## src/sv/cocc_pkg.sv

```systemverilog
`timescale 1ns / 1ps
package cocc_pkg;

  localparam int MAX_CIRCLES_DEF = 64;
  localparam int MAX_RECTS_DEF   = 64;
  localparam int COORD_BITS_DEF  = 16;

  localparam logic [2:0] KIND_CLEAR  = 3'd0;
  localparam logic [2:0] KIND_LOAD_C = 3'd1;
  localparam logic [2:0] KIND_LOAD_R = 3'd2;
  localparam logic [2:0] KIND_POINT  = 3'd3;
  localparam logic [2:0] KIND_SEG    = 3'd4;

  typedef enum logic [2:0] {
    OP_CLEAR,
    OP_LOAD_C,
    OP_LOAD_R,
    OP_POINT,
    OP_SEG,
    OP_NONE
  } op_t;

  typedef struct packed {
    op_t                op;
    logic signed [15:0] ax;
    logic signed [15:0] ay;
    logic signed [15:0] bx;
    logic signed [15:0] by;
    logic signed [16:0] lx;
    logic signed [16:0] ly;
    logic [14:0]        sa;
    logic [14:0]        sb;
  } item_t;

endpackage

```

## src/sv/cocc_front.sv

```systemverilog
`timescale 1ns / 1ps
module cocc_front #(
  parameter int COORD_BITS = cocc_pkg::COORD_BITS_DEF
) (
  input  logic               clk,
  input  logic               rst,
  input  logic               start,
  output logic               busy,
  input  logic [2:0]         kind,
  input  logic signed [15:0] x0,
  input  logic signed [15:0] y0,
  input  logic signed [15:0] x1,
  input  logic signed [15:0] y1,
  input  logic [14:0]        size_a,
  input  logic [14:0]        size_b,
  input  logic               pop,
  output cocc_pkg::item_t    item,
  output logic               item_valid
);

  localparam int CB = (COORD_BITS < 16) ? COORD_BITS : 16;
  localparam int SH = 16 - CB;

  function automatic logic signed [15:0] wrap16(input logic [15:0] v);
    logic [15:0] t;
    t = v << SH;
    return $signed(t) >>> SH;
  endfunction

  cocc_pkg::item_t q [2];
  cocc_pkg::item_t nitem;
  logic            wp;
  logic            rp;
  logic [1:0]      cnt;
  logic            push;

  assign busy       = (cnt == 2'd2);
  assign push       = start && !busy;
  assign item       = q[rp];
  assign item_valid = (cnt != 2'd0);

  // classify and precompute the segment direction
  always_comb begin
    nitem.ax = wrap16(x0);
    nitem.ay = wrap16(y0);
    nitem.bx = wrap16(x1);
    nitem.by = wrap16(y1);
    nitem.sa = size_a;
    nitem.sb = size_b;
    case (kind)
      cocc_pkg::KIND_CLEAR:  nitem.op = cocc_pkg::OP_CLEAR;
      cocc_pkg::KIND_LOAD_C: nitem.op = cocc_pkg::OP_LOAD_C;
      cocc_pkg::KIND_LOAD_R: nitem.op = cocc_pkg::OP_LOAD_R;
      cocc_pkg::KIND_POINT:  nitem.op = cocc_pkg::OP_POINT;
      cocc_pkg::KIND_SEG:    nitem.op = cocc_pkg::OP_SEG;
      default:               nitem.op = cocc_pkg::OP_NONE;
    endcase
    if (nitem.op != cocc_pkg::OP_SEG) begin
      nitem.bx = nitem.ax;
      nitem.by = nitem.ay;
    end
    nitem.lx = 17'(nitem.bx) - 17'(nitem.ax);
    nitem.ly = 17'(nitem.by) - 17'(nitem.ay);
  end

  always_ff @(posedge clk) begin
    if (rst) begin
      wp  <= 1'b0;
      rp  <= 1'b0;
      cnt <= 2'd0;
    end else begin
      if (push) wp <= ~wp;
      if (pop) rp <= ~rp;
      cnt <= cnt + 2'(push) - 2'(pop);
    end
  end

  always_ff @(posedge clk) begin
    if (push) q[wp] <= nitem;
  end

endmodule

```

## config.mk

```make
export PLATFORM = sky130hd
export DESIGN_NAME = cocc_front
export DESIGN_NICKNAME = d
export VERILOG_FILES = /design/src/sv/cocc_pkg.sv /design/src/sv/cocc_front.sv
export SDC_FILE = /design/constraint.sdc
export NUM_CORES = 1
export LEC_CHECK = 0
export BUFFER_PORTS_ARGS = -buffer_cell sky130_fd_sc_hd__buf_2
export CORE_MARGIN = 2
export CORE_UTILIZATION = 35
export DETAILED_ROUTE_END_ITERATION = 10
export GPL_TIMING_DRIVEN = 1
export SLEW_MARGIN = 30
export SYNTH_ARGS = -nofsm -noshare
export SYNTH_HDL_FRONTEND = slang
export SYNTH_SLANG_ARGS = --single-unit
```

## constraint.sdc

```tcl
create_clock -name clk -period 10.31 [get_ports clk]
set_input_delay 1.031 -clock clk [delete_from_list [all_inputs] [get_ports clk]]
set_output_delay 1.031 -clock clk [all_outputs]
set_load 0.01 [all_outputs]
```

==> summary.txt <==
Run status
  • Status: complete, no violations

Synthesis
  • Yosys warnings: 0
  • Netlist cell types: 54
  • Asr flop ratio synth: 0
  • Synthesized flop and latch total: 267
  • Synthesized instance count: 759
  • Syn_area_per_cell: 15.37 um^2
  • Post-synth EDFFs: 262
  • Compound-gate portion of the synthesized area: 0.05846
  • Post-Syn Nets: 896
  • Post-synthesis simple-gate area fraction: 0.04537
  • Multiplexer area fraction after synthesis: 0.1290
  • Largest family of logic cells by synthesized area: multiplexers
  • Post-Synth XOR/XNOR Area: 0.01877
  • Mapped Area: 11660 um^2
  • Seq/Total Area, Yosys: 0.6830
  • Adder-Cell Fraction of Synth Area: 0.03990
  • Top_reg_cell synth: edfxtp_1

STA
  • Slew @ Worst Pin: 0.7636 ns
  • Setup Skew: 0.01060 ns
  • Setup_tns: 0 ns
  • Setup ws final: 6.480 ns
  • Endpoints failing setup: 0
  • Fin crit period: 3.830 ns
  • Period utilization: 0.3715
  • Final Max Tran Viols: 0
  • RSZ-0062 raised after global routing: false
  • Hold slack: 0.5120 ns
  • Worst slew margin: 0.4909
  • Fin. Hold Viols: 0
  • Achievable frequency: 0.2611 GHz

Worst setup path
  • WS Path Type: in2reg
  • R2R cell count: 5
  • FF-to-FF Start: cnt[0]
  • Max FO, Critical Path: 62
  • Worst Setup End Kind: flip-flop
  • Crit start category: primary input
  • Arr. time, crit path: 4.11 ns
  • R2R Setup Slk: 7.43 ns
  • WP data required: 10.59 ns
  • FF-to-FF End: q[0][22]

Power and ir drop
  • Combinational power share: 0.202
  • Pwr dens: 220.2 nW/um^2
  • Clk pwr share: 0.336
  • VDD IR max: 0.0001449 V
  • Internal power: 2325 uW
  • Switching Share: 0.2647
  • Leakage power total: 0.005464 uW
  • Seq pwr share: 0.462
  • Psw: 836.8 uW
  • Total power: 3162 uW

Placed design
  • Placed Area: 13320 um^2
  • Setup slack after placement: 5.919 ns
  • RD Place Congestion: 0.7594
  • Number of I/O port buffers: 233
  • Dpl hpwl: 16770 um

Die
  • Starting density of the core: 0.3567
  • Chip Width: 186.6 um
  • Ports: 234
  • Core area: 32700 um^2
  • Die Span Y: 186.6 um
  • Row count: 66
  • Die ar.: 34800 um^2

Final layout
  • Syn-to-layout area delta: 23.09%
  • Fin area: 14360 um^2
  • Share of cells above drive strength 1: 0.4156
  • Commonest non-fill, non-tap cell in the layout: edfxtp_1
  • Fill cells: 3029
  • Multi-input gate area: 3420 um^2
  • Most frequent cells in the layout: 262 x edfxtp_1, 233 x buf_2, 131 x mux2_2
  • Nets@finish: 1139
  • Register area: 7971 um^2

Route
  • Starting DRT DRC Count: 299
  • # DRC: 0
  • Routed vias: 7064
  • DR vias/cell: 4.812
  • First-pass DRT Iterations: 4
  • Antenna viol nets, final: 0
  • Routed WL: 25100 um
  • Routed length per placed instance: 17.10 um

Clock tree
  • Clk root buf: clkbuf_16
  • CTS sink cnt: 267
  • Post-CTS Resized: 0
  • Clk slew on worst S/H paths: 0.06 ns
  • Total CTS buffers: 30
  • Max clock buf depth: 3
  • Cts-stage hold buffer count: 0
  • CTS tree: done
  • Max H-tree Level: 1
  • Clk_lat worst skew: 0.55 ns
  • Post-CTS setup buffer count: 0

Min path
  • Hold EP: rp
  • Hold Crit Start: rp
  • Hold Crit Depth: 2
  • Hold WC Path Type: reg2reg

GRT
  • Vias in the first global route: 7153
  • Initial antenna violation count: 1
  • GRT Util Overall: 0.1408
  • First-pass GRT wire length: 39060 um
  • Largest net degree at the start of global routing: 69
  • Global route total overflow: 0

Flow run
  • Max_cap viols: 0
==> stage by stage <==
| stage | utilization | std cells |
|---|---|---|
| CTS | 0.4378 | 1466 |
| global route | 0.4391 | 1468 |
| floorplan | - | 759 |
| finish | 0.4391 | 1468 |
| global placement | 0.4074 | 1411 |
| detailed placement | 0.4074 | 1411 |
==> worst max path at each step <==
stage	slack (ns)	cells after the start	start	to
after floorplan	3.12	2	start	q[0][0]
after global placement	6.01	12	kind[1]	q[0][61]
after detailed placement	5.92	12	kind[1]	q[0][61]
after CTS	6.13	3	flip-flop	item[89]
after global routing	6.27	12	kind[1]	q[0][44]
final	6.48	12	kind[1]	q[0][61]
==> worst max-delay path: stages <==
cell and delay, ns:
buf_2 0.12, nor3b_4 0.18, buf_4 0.55, mux2i_1 0.33, ha_1 0.22, inv_1 0.06, fa_1 0.42, a21o_1 0.20
a221oi_2 0.49, or4_4 0.23, o211ai_1 0.09, xor2_1 0.16
==> cells by family (layout without fill, tap and decap cells) <==
| group | after synthesis | after routing |
|---|---|---|
| flip-flops | 267 | 267 |
| multiplexers | 134 | 134 |
| AND/OR/NAND/NOR | 114 | 114 |
| AO/OA/AOI/OAI | 109 | 109 |
| buffers and inverters | 74 | 340 |
| adder cells (fa/ha/maj) | 36 | 36 |
| XOR/XNOR | 25 | 25 |
| other | 0 | 1 |
==> power by group through the flow <==
stage               registers, uW  logic [uW]  clock network [uW]
finish                       1460         637                1060
global route                 1480         702                1130
floorplan                    1500         400                   0
global placement             1490         634                   0
CTS                          1470         640                1090
detailed placement           1490         636                   0
==> metal layers <==
metal,track usage,routed length [um]
met5,0,0
met2,0.2355,11950
met3,0.03084,1616
met1,0.1857,11090
met4,0.03724,451
==> cell usage after synthesis (2+ instances only) <==
cell | n | area share
and3_1 | 4 | 0.0021
a21oi_1 | 23 | 0.0099
o21ai_1 | 17 | 0.0073
or3_1 | 4 | 0.0021
o22ai_1 | 2 | 0.0011
o311a_1 | 2 | 0.0017
a311oi_1 | 2 | 0.0015
a31oi_1 | 3 | 0.0016
a211oi_1 | 2 | 0.0013
buf_4 | 2 | 0.0013
ha_1 | 34 | 0.036
a221oi_2 | 2 | 0.0026
nand2_1 | 48 | 0.015
and2_1 | 3 | 0.0016
dfxtp_1 | 5 | 0.0086
nand3_1 | 7 | 0.0030
a21o_1 | 9 | 0.0058
o211ai_1 | 3 | 0.0019
mux2_2 | 131 | 0.13
o2111ai_1 | 2 | 0.0015
xor2_1 | 13 | 0.0098
inv_1 | 45 | 0.014
buf_2 | 9 | 0.0039
nor3_1 | 6 | 0.0026
buf_1 | 4 | 0.0013
nand4_1 | 3 | 0.0016
o21a_1 | 4 | 0.0026
o21ai_0 | 28 | 0.012
nor2b_1 | 4 | 0.0021
fa_1 | 2 | 0.0034
xnor2_1 | 12 | 0.0090
mux2i_1 | 3 | 0.0026
nor2_1 | 26 | 0.0084
clkbuf_1 | 14 | 0.0045
edfxtp_1 | 262 | 0.67
==> cell type report <==
| type | instances | share of cell area |
|---|---|---|
| timing repair buffer | 240 | 0.08705 |
| multi-input combinational | 418 | 0.2381 |
| tap | 442 | 0.03852 |
| clock inverter | 20 | 0.01412 |
| antenna | 1 | 0.0001743 |
| clock buffer | 35 | 0.05507 |
| sequential | 267 | 0.5552 |
| inverter | 45 | 0.01176 |
==> flip-flops by register name, summed over array words and instances (netlist names), named ones only <==
signal / flops
wp: 1
q: 262
cnt: 2
rp: 1
No activity file was read; power rests on OpenSTA's default activity.
